$ cat src/rtl/pol_pkg.sv
// ----------------------------------------------------------------------------
// pol_pkg
// Shared types and codes for the positional ordered list: command codes,
// sequencer states and the result record handed to the output stage.
// ----------------------------------------------------------------------------
package pol_pkg;

    // Command codes carried by each request.
    typedef enum logic [1:0] {
        CMD_INSERT = 2'd0,
        CMD_DELETE = 2'd1,
        CMD_LOCATE = 2'd2,
        CMD_GET    = 2'd3
    } t_cmd;

    // Sequencer states.
    typedef enum logic [2:0] {
        S_IDLE,
        S_INS,
        S_DEL,
        S_LOC,
        S_GET,
        S_GETW,
        S_DONE
    } t_state;

    // Width of the reported position and length fields.
    localparam int unsigned RES_POS_W = 9;

    // One finished result, as it moves from the sequencer to the output stage.
    typedef struct packed {
        logic                        ok;
        logic signed [31:0]          read_value;
        logic [RES_POS_W-1:0]        found_position;
        logic [RES_POS_W-1:0]        length;
        logic                        empty_res;
    } t_res;

endpackage

$ cat src/rtl/pol_out.sv
// ----------------------------------------------------------------------------
// pol_out
// Output register: holds one finished result until the downstream side
// takes it, so the sequencer can go on with the next request.
// ----------------------------------------------------------------------------
module pol_out (
    input  logic               i_clk,
    input  logic               i_rst_n,
    input  pol_pkg::t_res      i_res,
    input  logic               i_res_valid,
    output logic               o_res_take,
    output logic               o_valid,
    input  logic               i_stall,
    output logic               o_ok,
    output logic signed [31:0] o_read_value,
    output logic [8:0]         o_found_position,
    output logic [8:0]         o_length,
    output logic               o_empty_res
);

    import pol_pkg::*;

    logic r_valid;
    t_res r_res;

    // The register can load when it is empty or being emptied this cycle.
    assign o_res_take = !r_valid || !i_stall;

    always_ff @(posedge i_clk) begin
        if (!i_rst_n) begin
            r_valid <= 1'b0;
        end else if (o_res_take) begin
            r_valid <= i_res_valid;
        end
    end

    always_ff @(posedge i_clk) begin
        if (o_res_take && i_res_valid) begin
            r_res <= i_res;
        end
    end

    assign o_valid          = r_valid;
    assign o_ok             = r_res.ok;
    assign o_read_value     = r_res.read_value;
    assign o_found_position = r_res.found_position;
    assign o_length         = r_res.length;
    assign o_empty_res      = r_res.empty_res;

endmodule

$ cat config.mk
export PLATFORM = sky130hd
export DESIGN_NAME = pol_out
export DESIGN_NICKNAME = d
export VERILOG_FILES = /design/src/rtl/pol_pkg.sv /design/src/rtl/pol_out.sv
export SDC_FILE = /design/constraint.sdc
export NUM_CORES = 1
export LEC_CHECK = 0
export ABC_AREA = 1
export BUFFER_PORTS_ARGS = -buffer_cell sky130_fd_sc_hd__buf_2
export CAP_MARGIN = 15
export CORE_MARGIN = 3
export CORE_UTILIZATION = 40
export CTS_CLUSTER_DIAMETER = 40
export DETAILED_ROUTE_END_ITERATION = 7
export PLACE_DENSITY = 0.78
export SETUP_SLACK_MARGIN = 0.4
export SYNTH_ARGS = -nofsm -noshare
export SYNTH_HDL_FRONTEND = slang
export SYNTH_SLANG_ARGS = --single-unit
$ cat constraint.sdc
create_clock -name i_clk -period 6 [get_ports i_clk]
set_clock_uncertainty 0.2 [all_clocks]
set_input_delay 0.9 -clock i_clk [delete_from_list [all_inputs] [get_ports i_clk]]
set_output_delay 0.9 -clock i_clk [all_outputs]
set_load 0.03 [all_outputs]
==> reports/metrics.yaml <==
nets: 231
status: "complete, no violations"
ys_seq_area_share_pct: 98.29
cap_violations: 0
grt_pass1_wl_um: 5292
worst_pin_slew_ns: 0.6031
swShare_pct: 24.28
syn_nets: 114
comb_power_share_pct: 13.0
synth-warning-count: 0
via_per_inst: 4.417
overflow: 0
cts_buffers: 5
ir_drop_mv: 0.1751
slew-limit-headroom_pct: 59.70
hold_buffers: 0
fmax_mhz: 416.7
hold_viol_final: 0
post_synth_num_cell_types: 6
synth-edff-count: 52
hpwl_um: 2764
syn_to_final_growth_pct: 43.78
worstPathArrival_ns: 1.30
switchingPower_mw: 0.1724
powerDensity_nw_per_um2: 306.9
cts-resized-gates: 0
grt_pass1_vias: 1011
wl_um: 3479
htree_num_levels: 2
n_antenna_cell: 0
grt_max_degree: 34
leakage_nw: 0.9999
setup_viol_count_final: 0
path_clk_slew_ns: 0.08
drt_iter0_drc: 65
synth.avg_cell_area_um2: 27.74
worst-setup-path-type: "in -> out"
synthesis.area_um2: 1609
row_count: 22
final_max_slew_viol_count: 0
portBuffers: 109
synth_top_flop_cell: "edfxtp_1"
cp_max_fo: 2
final-instance-count-excl-fill: 223
drive_gt1_share_pct: 68.00
timing.setup.tns_ns: 0
detail-route-antenna-nets: 0
p_int_mw: 0.5377
synthTopCellsByArea: "edfxtp_1 97%, dfxtp_1 1.2%, a21oi_2 0.54%"
antenna_found_initial: 0
post-route-period-util_pct: 39.99
yosysMostFrequentCell: "edfxtp_1"
yosysTopAreaCell: "edfxtp_1"
cts_max_path_buffers: 2
die_w_um: 69.43
grt_usage_pct: 14.96
critPathRequiredTime_ns: 4.90
clock-root-buffer: "clkbuf_8"
vias: 985
ioPinCount: 110
clock_latency_ns: 0.29
synth_seq_cells: 53
syn_inst: 58
die-area_um2: 4820
place_congestion: 0.8003
synth_top_cell_area_share_pct: 97.05
wl_per_cell_um: 15.60
numPlacedInstances: 216
yosys-top-cells-count: "52 x edfxtp_1, 2 x inv_1"
fin_crit_ns: 2.400
hold_class: "reg -> reg"
post_cts_buffers: 0
die_h_um: 69.43
initial_core_util_pct: 42.67
seq_power_share_pct: 61.6
clock-sinks: 53
core-area_um2: 3771
cts_tree: "done"
grt_setup_unrepaired: "false"
cp-end-kind: "primary output"
clockPowerShare_pct: 25.4
drc_errors: 0
async_flop_share_pct: 0
cp-start-kind: "input pin"
dr.pass1.iters: 3
## registers in the layout, summed over array words and instances, names as in the netlist
register and cells:
o_empty_res 1, o_found_position 9, o_length 9, o_ok 1, o_read_value 32, o_valid 1
## per-layer routing
metal  global-route usage, %  vias to the layer above  share of wire [%]
li1                        -                      460                  -
met1                   15.73                      456                 34
met2                   25.53                       64                 53
met3                   7.391                        5                 11
met4                   5.857                        0                1.8
met5                       0                        -                  0
## per-stage QoR
step	cell area (um2)	power, mW	util (%)	worst slack, ns	hold WS [ns]
final	2313	0.7101	61.35	3.600	0.3251
after global routing	2313	0.7442	61.35	3.591	0.3417
after CTS	2313	0.7190	61.35	3.600	0.3291
after detailed placement	2233	0.5397	59.22	3.400	0.3148
after global placement	2233	0.5358	59.22	3.460	0.2940
after floorplan	1609	0.4993	-	1.831	0.5301
## area by class of cell
| cell class | instances | area (um2) |
|---|---|---|
| clock buffer | 5 | 68.82 |
| timing repair buffer | 110 | 553.0 |
| tap | 48 | 60.06 |
| fill | 302 | 1458 |
| sequential | 53 | 1582 |
| clock inverter | 2 | 11.26 |
| inverter | 2 | 7.507 |
| multi-input combinational | 3 | 31.28 |
## power by group through the flow
| stage | Combinational (mW) | Sequential [mW] | Clock [mW] |
|---|---|---|---|
| after floorplan | 0.00803 | 0.491 | 0 |
| after global placement | 0.0909 | 0.445 | 0 |
| after detailed placement | 0.0933 | 0.446 | 0 |
| after CTS | 0.0934 | 0.438 | 0.188 |
| after global routing | 0.0973 | 0.440 | 0.207 |
| final | 0.0921 | 0.437 | 0.180 |
## kinds of logic after synthesis
| family | Yosys count | synth area share, % |
|---|---|---|
| flip-flops | 53 | 98.29 |
| AO/OA/AOI/OAI | 2 | 0.8552 |
| AND/OR/NAND/NOR | 1 | 0.3891 |
| buffers and inverters | 2 | 0.4667 |
## placed cells by master, fill, tap and decap left out
master        n
clkbuf_8      5
buf_2       109
dfxtp_1       1
nand2_2       1
edfxtp_1     52
inv_1         2
clkinvlp_4    1
buf_4         1
clkinv_1      1
a21oi_4       1
a21oi_2       1
## final timing paths
path,from,end,slack (ns),cells after the start
hold / removal,o_valid,o_valid,0.33,2
setup / recovery,i_stall,o_res_take,3.60,3
setup reg to reg,o_valid,o_read_value[17],4.09,2
hold reg to reg,o_valid,o_valid,0.33,2
## critical path, stage by stage
cell and delay [ns]:
buf_2 0.13, nand2_2 0.08, buf_2 0.19
Power figures use the tool's default switching activity.
