--- config.mk ---
export PLATFORM = sky130hd
export DESIGN_NAME = pol_seq
export DESIGN_NICKNAME = d
export VERILOG_FILES = /design/src/rtl/pol_pkg.sv /design/src/rtl/pol_seq.sv
export SDC_FILE = /design/constraint.sdc
export NUM_CORES = 1
export LEC_CHECK = 0
export BUFFER_PORTS_ARGS = -buffer_cell sky130_fd_sc_hd__buf_2
export CAP_MARGIN = 0
export CORE_MARGIN = 2
export CORE_UTILIZATION = 54
export CTS_CLUSTER_SIZE = 30
export DETAILED_ROUTE_END_ITERATION = 6
export PLACE_DENSITY = 0.81
export SYNTH_ARGS = -nofsm -noshare
export SYNTH_HDL_FRONTEND = slang
export SYNTH_SLANG_ARGS = --single-unit
export TNS_END_PERCENT = 10
--- constraint.sdc ---
create_clock -name i_clk -period 5 [get_ports i_clk]
set_input_delay 1 -clock i_clk [delete_from_list [all_inputs] [get_ports i_clk]]
set_output_delay 1 -clock i_clk [all_outputs]
set_load 0.02 [all_outputs]
--- src/rtl/pol_pkg.sv ---
// ----------------------------------------------------------------------------
// pol_pkg
// Shared types and codes for the positional ordered list: command codes,
// sequencer states and the result record handed to the output stage.
// ----------------------------------------------------------------------------
package pol_pkg;

    // Command codes carried by each request.
    typedef enum logic [1:0] {
        CMD_INSERT = 2'd0,
        CMD_DELETE = 2'd1,
        CMD_LOCATE = 2'd2,
        CMD_GET    = 2'd3
    } t_cmd;

    // Sequencer states.
    typedef enum logic [2:0] {
        S_IDLE,
        S_INS,
        S_DEL,
        S_LOC,
        S_GET,
        S_GETW,
        S_DONE
    } t_state;

    // Width of the reported position and length fields.
    localparam int unsigned RES_POS_W = 9;

    // One finished result, as it moves from the sequencer to the output stage.
    typedef struct packed {
        logic                        ok;
        logic signed [31:0]          read_value;
        logic [RES_POS_W-1:0]        found_position;
        logic [RES_POS_W-1:0]        length;
        logic                        empty_res;
    } t_res;

endpackage

--- src/rtl/pol_seq.sv ---
// ----------------------------------------------------------------------------
// pol_seq
// Command sequencer: checks each request, then walks the entry store one
// entry per cycle to shift entries for insert and delete, to scan for
// locate, or to read one entry for get. Keeps the entry count.
// ----------------------------------------------------------------------------
module pol_seq #(
    parameter int CAPACITY = 256
) (
    input  logic                        i_clk,
    input  logic                        i_rst_n,
    // Request side.
    input  logic                        i_valid,
    output logic                        o_stall,
    input  pol_pkg::t_cmd               i_cmd,
    input  logic [8:0]                  i_position,
    input  logic [31:0]                 i_value,
    // Entry store.
    output logic                        o_rd_en,
    output logic [$clog2(CAPACITY)-1:0] o_rd_addr,
    input  logic [31:0]                 i_rd_data,
    output logic                        o_wr_en,
    output logic [$clog2(CAPACITY)-1:0] o_wr_addr,
    output logic [31:0]                 o_wr_data,
    // Result side.
    output pol_pkg::t_res               o_res,
    output logic                        o_res_valid,
    input  logic                        i_res_take
);

    import pol_pkg::*;

    localparam int AW = $clog2(CAPACITY);
    localparam int CW = $clog2(CAPACITY + 1);
    localparam int XW = (CW > 9) ? CW + 1 : 10;

    t_state        r_state, n_state;
    logic [CW-1:0] r_count, n_count;
    logic [CW-1:0] r_idx,   n_idx;
    logic [CW-1:0] r_ptr,   n_ptr;
    logic [CW-1:0] r_wa,    n_wa;
    logic          r_more,  n_more;
    logic          r_pend,  n_pend;
    logic          r_pfirst, n_pfirst;
    logic [31:0]   r_val,   n_val;
    logic          r_ok,    n_ok;
    logic [31:0]   r_rdval, n_rdval;
    logic [CW-1:0] r_found, n_found;

    logic [8:0]    pos_eff;
    logic [XW-1:0] pos_x;
    logic [XW-1:0] idx_x;
    logic [XW-1:0] cnt_x;
    logic [XW-1:0] found_x;
    logic          ins_ok;
    logic          acc_ok;
    logic          last_rd;
    logic          match;

    // Position check against the current count; zero and one both mean the head.
    always_comb begin
        pos_eff = (i_position <= 9'd1) ? 9'd1 : i_position;
        pos_x   = XW'(pos_eff);
        idx_x   = pos_x - XW'(1);
        cnt_x   = XW'(r_count);
        found_x = XW'(r_found);
        ins_ok  = (pos_x <= cnt_x + XW'(1)) && (cnt_x < XW'(CAPACITY));
        acc_ok  = (r_count != '0) && (pos_x <= cnt_x);
        last_rd = (r_ptr == r_count - CW'(1));
        match   = r_pend && (i_rd_data == r_val);
    end

    // Control registers.
    always_ff @(posedge i_clk) begin
        if (!i_rst_n) begin
            r_state <= S_IDLE;
            r_count <= '0;
            r_more  <= 1'b0;
            r_pend  <= 1'b0;
        end else begin
            r_state <= n_state;
            r_count <= n_count;
            r_more  <= n_more;
            r_pend  <= n_pend;
        end
    end

    // Working registers of the current request.
    always_ff @(posedge i_clk) begin
        r_idx    <= n_idx;
        r_ptr    <= n_ptr;
        r_wa     <= n_wa;
        r_pfirst <= n_pfirst;
        r_val    <= n_val;
        r_ok     <= n_ok;
        r_rdval  <= n_rdval;
        r_found  <= n_found;
    end

    // Next state and memory accesses.
    always_comb begin
        n_state     = r_state;
        n_count     = r_count;
        n_idx       = r_idx;
        n_ptr       = r_ptr;
        n_wa        = r_wa;
        n_more      = r_more;
        n_pend      = r_pend;
        n_pfirst    = r_pfirst;
        n_val       = r_val;
        n_ok        = r_ok;
        n_rdval     = r_rdval;
        n_found     = r_found;
        o_rd_en     = 1'b0;
        o_rd_addr   = r_ptr[AW-1:0];
        o_wr_en     = 1'b0;
        o_wr_addr   = r_wa[AW-1:0];
        o_wr_data   = i_rd_data;
        o_res_valid = 1'b0;

        unique case (r_state)
            S_IDLE: begin
                if (i_valid) begin
                    n_val    = i_value;
                    n_idx    = idx_x[CW-1:0];
                    n_rdval  = '0;
                    n_found  = '0;
                    n_pend   = 1'b0;
                    n_pfirst = 1'b0;
                    n_more   = 1'b0;
                    n_state  = S_DONE;
                    unique case (i_cmd)
                        CMD_INSERT: begin
                            n_ok = ins_ok;
                            if (ins_ok) begin
                                n_more  = (cnt_x != idx_x);
                                n_ptr   = r_count - CW'(1);
                                n_state = S_INS;
                            end
                        end
                        CMD_DELETE: begin
                            n_ok = acc_ok;
                            if (acc_ok) begin
                                n_more  = 1'b1;
                                n_ptr   = idx_x[CW-1:0];
                                n_state = S_DEL;
                            end
                        end
                        CMD_LOCATE: begin
                            n_ok = 1'b1;
                            if (r_count != '0) begin
                                n_more  = 1'b1;
                                n_ptr   = '0;
                                n_state = S_LOC;
                            end
                        end
                        CMD_GET: begin
                            n_ok = acc_ok;
                            if (acc_ok) begin
                                n_state = S_GET;
                            end
                        end
                        default: begin
                            n_ok = 1'b0;
                        end
                    endcase
                end
            end

            // Move entries back by one, from the tail down to the insert point,
            // then drop the new value into the gap.
            S_INS: begin
                if (r_pend) begin
                    o_wr_en   = 1'b1;
                    o_wr_addr = r_wa[AW-1:0];
                    o_wr_data = i_rd_data;
                end
                if (r_more) begin
                    o_rd_en   = 1'b1;
                    o_rd_addr = r_ptr[AW-1:0];
                    n_pend    = 1'b1;
                    n_wa      = r_ptr + CW'(1);
                    if (r_ptr == r_idx) begin
                        n_more = 1'b0;
                    end else begin
                        n_ptr = r_ptr - CW'(1);
                    end
                end else begin
                    n_pend = 1'b0;
                    if (!r_pend) begin
                        o_wr_en   = 1'b1;
                        o_wr_addr = r_idx[AW-1:0];
                        o_wr_data = r_val;
                        n_count   = r_count + CW'(1);
                        n_state   = S_DONE;
                    end
                end
            end

            // Read the removed entry, then move the later entries forward by one.
            S_DEL: begin
                if (r_pend) begin
                    if (r_pfirst) begin
                        n_rdval = i_rd_data;
                    end else begin
                        o_wr_en   = 1'b1;
                        o_wr_addr = r_wa[AW-1:0];
                        o_wr_data = i_rd_data;
                    end
                end
                if (r_more) begin
                    o_rd_en   = 1'b1;
                    o_rd_addr = r_ptr[AW-1:0];
                    n_pend    = 1'b1;
                    n_pfirst  = (r_ptr == r_idx);
                    n_wa      = r_ptr - CW'(1);
                    if (last_rd) begin
                        n_more = 1'b0;
                    end else begin
                        n_ptr = r_ptr + CW'(1);
                    end
                end else begin
                    n_pend = 1'b0;
                    if (!r_pend) begin
                        n_count = r_count - CW'(1);
                        n_state = S_DONE;
                    end
                end
            end

            // Scan from the head; the first match ends the walk.
            S_LOC: begin
                if (match) begin
                    n_found = r_wa;
                    n_pend  = 1'b0;
                    n_more  = 1'b0;
                    n_state = S_DONE;
                end else if (r_more) begin
                    o_rd_en   = 1'b1;
                    o_rd_addr = r_ptr[AW-1:0];
                    n_pend    = 1'b1;
                    n_wa      = r_ptr + CW'(1);
                    if (last_rd) begin
                        n_more = 1'b0;
                    end else begin
                        n_ptr = r_ptr + CW'(1);
                    end
                end else begin
                    n_pend = 1'b0;
                    if (!r_pend) begin
                        n_state = S_DONE;
                    end
                end
            end

            // Single read for get.
            S_GET: begin
                o_rd_en   = 1'b1;
                o_rd_addr = r_idx[AW-1:0];
                n_state   = S_GETW;
            end

            S_GETW: begin
                n_rdval = i_rd_data;
                n_state = S_DONE;
            end

            // Hand the result to the output stage.
            S_DONE: begin
                o_res_valid = 1'b1;
                if (i_res_take) begin
                    n_state = S_IDLE;
                end
            end

            default: begin
                n_state = S_IDLE;
            end
        endcase
    end

    // Result record.
    always_comb begin
        o_res.ok             = r_ok;
        o_res.read_value     = r_rdval;
        o_res.found_position = found_x[RES_POS_W-1:0];
        o_res.length         = cnt_x[RES_POS_W-1:0];
        o_res.empty_res      = (r_count == '0);
    end

    assign o_stall = (r_state != S_IDLE);

endmodule

==> impl_summary.md <==
Global route
For this run, the total global-route usage over all layers was measured as 0.2618. The largest net degree at the start of global routing is 41. The total overflow left after global routing is 0. The via count of the first global-routing pass is 5,538.

The initial antenna violation count is 0. The wire length of the first global-routing pass is 29.01 mm.

Route
The detailed-route via count is 5,990. The number of remaining DRC errors is 0. The first detailed-routing pass took 5 iterations. The post-detailed-route wirelength per cell is 18.21 um. In this run, the number of DRC markers left after iteration 0 of detailed routing was 512.

The total wire length after detailed routing is 18.86 mm. Once detail routing completed, the nets flagged for antenna violations numbered 0. In the routed layout, each cell is associated on average with a via count of 5.782.

Clocking
TritonCTS created 17 clock buffers. Hold repair after CTS inserted 0 buffers. The post-cts gate resize count is 0. The clock-pin slew reported for the worst setup and hold paths after clock tree synthesis is 50 ps. The CTS tree is done. The clock tree root driver cell is sky130_fd_sc_hd__clkbuf_16. The number of sinks on the clock net is 116. After clock tree synthesis, the setup repair step added 0 buffers. The H-tree was split into 4 levels. The number of buffers on the longest clock path is 2.

The source-to-sink clock delay at the later pin of the worst-skew pair is 420 ps.

Critical path
In this run the worst setup path begins at i_rd_data[18]. The arrival time of the worst setup path is 3200 ps. The highest-delay cell along the critical path is sky130_fd_sc_hd__nor4_1. The family with the most delay on the worst path is simple AND/OR/NAND/NOR gates.

The type of the worst setup path is input port to output port. The setup check on the worst reg-to-reg path leaves a slack of 1530 ps. The worst endpoint required time is 4000 ps. STA classifies the critical path startpoint as an input port. The critical path goes through buf_2 > xor2_1 > nor4_1 > nand4_1 > nor4_1 > nand3_1 > nand3_1 > nand2b_1 > buf_2. The startpoint identified for the worst register-to-register timing path is r_count[0]. Counting cells, the worst reg-to-reg path comes to 14. The largest single stage delay on the critical path is 680 ps. The largest fanout on the critical path is 5. Together, buffers and inverters on the worst path number 2. The worst setup path is captured at an output port. The capturing point of the worst reg2reg path is r_ptr[0].

Synth
The gate count of the mapped netlist is 690. The number of warnings printed during yosys synthesis is 0. The synthesized cell area is 7233 sq um. Yosys instantiated no cell more often than sky130_fd_sc_hd__edfxtp_1. sky130_fd_sc_hd__edfxtp_1 takes more of the synthesized area than any other cell. The share of the synthesized area in the top cell type is 0.4235. For this run, the register share of the synthesized area comes to 0.4622. Ranked by instance count, the synthesized netlist is headed by 102 x sky130_fd_sc_hd__edfxtp_1, 47 x sky130_fd_sc_hd__xnor2_1, 46 x sky130_fd_sc_hd__clkbuf_1, 44 x sky130_fd_sc_hd__nor2_1, 44 x sky130_fd_sc_hd__xor2_1. When the netlist entered floorplanning its net count stood at 794. The fraction of registers with async set or reset after synthesis is 0. Counting flops with a built-in enable in the synthesized netlist gives 102.

By area the synthesized netlist is led by sky130_fd_sc_hd__edfxtp_1 42%, sky130_fd_sc_hd__mux2_2 6.1%, sky130_fd_sc_hd__xnor2_1 5.7%, sky130_fd_sc_hd__xor2_1 5.3%, sky130_fd_sc_hd__ha_1 4.3%. The most used flip-flop cell after synthesis is sky130_fd_sc_hd__edfxtp_1. The register bit total from synthesis is 116.

A synthesized cell averages 10.48 sq um. The count of unique library cells instantiated by Yosys is 63.

Floorplanning
The initial utilization of the core area, before any placement, comes to 0.5506. The floorplan step defined a die boundary enclosing 14,340 sq um. The number of ports placed on the die boundary is 183.

The total area inside the core boundary comes to 13,140 sq um. The horizontal die dimension is 119.7 um. The die extent in y is 119.7 um. The number of core rows is 42.

STA
Setup repair after global routing left no endpoint under its margin. Dividing the final minimum period by the clock period gives 0.8397. Setup violations remaining at the end of the flow were counted as 0.

The final hold violation count is 0. For this run, the top clock speed supported by timing is 238.2 MHz. The shortest clock period the worst path allows after layout is 4198 ps. The worst pin sits at a relative slew slack of 0.3378. The final count of pins violating max slew is 0. Setup total negative slack on the finished layout was measured at 0 ps. Hold is met by 571.4 ps.

For the final database, setup skew stands at 8.507 ps. The transition time of the tightest slew-check pin is 986.6 ps.

Min path
The min-delay analysis places its worst path in the category flip-flop to flip-flop. The worst hold path terminates at r_pend. The worst hold path was traced through 2 stages. In this run the most critical hold path is launched from r_pend.

Layout
Once layout is done, the placed cells without fillers occupy 8861 sq um. At the end of the flow, the number of nets in the layout was 952. From synthesis to final layout, the design area changed by 22.50%. The ratio of cells with drive above 1 in the final layout is 0.3116. 0 antenna diodes ended up in the layout.

Power and ir drop
The analysis attributes to cell leakage a power of 3.662 nW. The power after layout is 0.005327 W. Power spread over the standard cell area amounts to 601.2 nW/um^2. The largest voltage drop on the vdd net is 298.3 uV.

Run
The tool flagged a number of max-cap violations equal to 0.

Outcome
The flow ran to the end, and the final reports show no timing, DRC or antenna violations.

Placement
The weighted congestion reported at the end of routability-driven placement is 0.9295. The post-place instance area is 8233 sq um. The detailed placer's ending HPWL is 13.85 mm. The count of buffers added on input and output ports is 182.
## power by group
| group | switching (W) | internal, W |
|---|---|---|
| registers | 0.000314 | 0.00148 |
| clock network | 0.000448 | 0.000837 |
| logic | 0.00138 | 0.000864 |
| total | 0.00214 | 0.00318 |
## registers in the layout, summed over array words and instances (netlist names)
signal	count
r_pfirst	1
r_state	3
r_more	1
r_pend	1
r_found	9
r_ok	1
r_val	32
r_idx	9
r_ptr	9
r_wa	9
r_count	9
r_rdval	32
## worst max path at each step
stage                  to  depth (start not counted)  slack (ps)
6_report          o_rd_en                          9         800
5_1_grt           o_rd_en                          9         620
3_3_place_gp      o_rd_en                          9         920
3_5_place_dp      o_rd_en                          9         820
4_1_cts           o_rd_en                          9         820
2_1_floorplan  r_rdval[0]                          2        1050
## per-stage QoR
step	std cells	setup WS [ps]	util
finish	1036	801.6	0.6745
global route	1036	616.7	0.6745
CTS	1036	821.1	0.6745
detailed placement	1005	824.9	0.6267
global placement	1005	916.6	0.6267
floorplan	690	1046	-
## layout by cell type (no fill, tap or decap), drive strengths merged, types with 6 or more instances in the layout
| cell type | instances |
|---|---|
| a211oi | 6 |
| o21ai | 22 |
| nand2b | 7 |
| inv | 29 |
| a21o | 7 |
| dfxtp | 14 |
| edfxtp | 102 |
| clkinv | 8 |
| nor3 | 16 |
| nand3 | 12 |
| ha | 25 |
| xor2 | 44 |
| nand4 | 6 |
| buf | 189 |
| or3 | 6 |
| and2 | 35 |
| mux2 | 47 |
| clkbuf | 17 |
| o22ai | 6 |
| nor2 | 44 |
| nor4 | 12 |
| a21oi | 34 |
| a31oi | 7 |
| xnor2 | 47 |
| nand2 | 36 |
| and3 | 21 |
## routing by layer
| metal | wire, um | GRT usage |
|---|---|---|
| met5 | 0 | 0 |
| met4 | 668 | 0.1125 |
| met3 | 1591 | 0.06321 |
| met2 | 8920 | 0.4157 |
| met1 | 7682 | 0.3437 |
## cell type report
type	count	area [sq um]
flip-flops and latches	116	3343
inverters	28	105.1
repair buffers	189	963.4
clock buffers	17	425.4
clock inverters	14	202.7
fillers	1015	4277
well taps	176	220.2
multi-input cells	496	3601
## logic make-up (layout without fill, tap and decap cells)
group | after synthesis | in the layout | share of synthesized area
AOI/OAI and AO/OA | 112 | 112 | 0.1002
xor gates and xnor gates | 92 | 92 | 0.1133
adders and majority gates | 26 | 26 | 0.04463
buffers and inverters | 78 | 248 | 0.04221
DFF | 116 | 116 | 0.4622
muxes | 52 | 52 | 0.08009
and+or+nand+nor | 214 | 214 | 0.1574
## worst min-delay path, cell delays in order, from the launching register on
cell                       delay, ps
sky130_fd_sc_hd__dfxtp_1         350
sky130_fd_sc_hd__nand3b_1        100
sky130_fd_sc_hd__a21oi_1          60
Power figures use the tool's default switching activity.
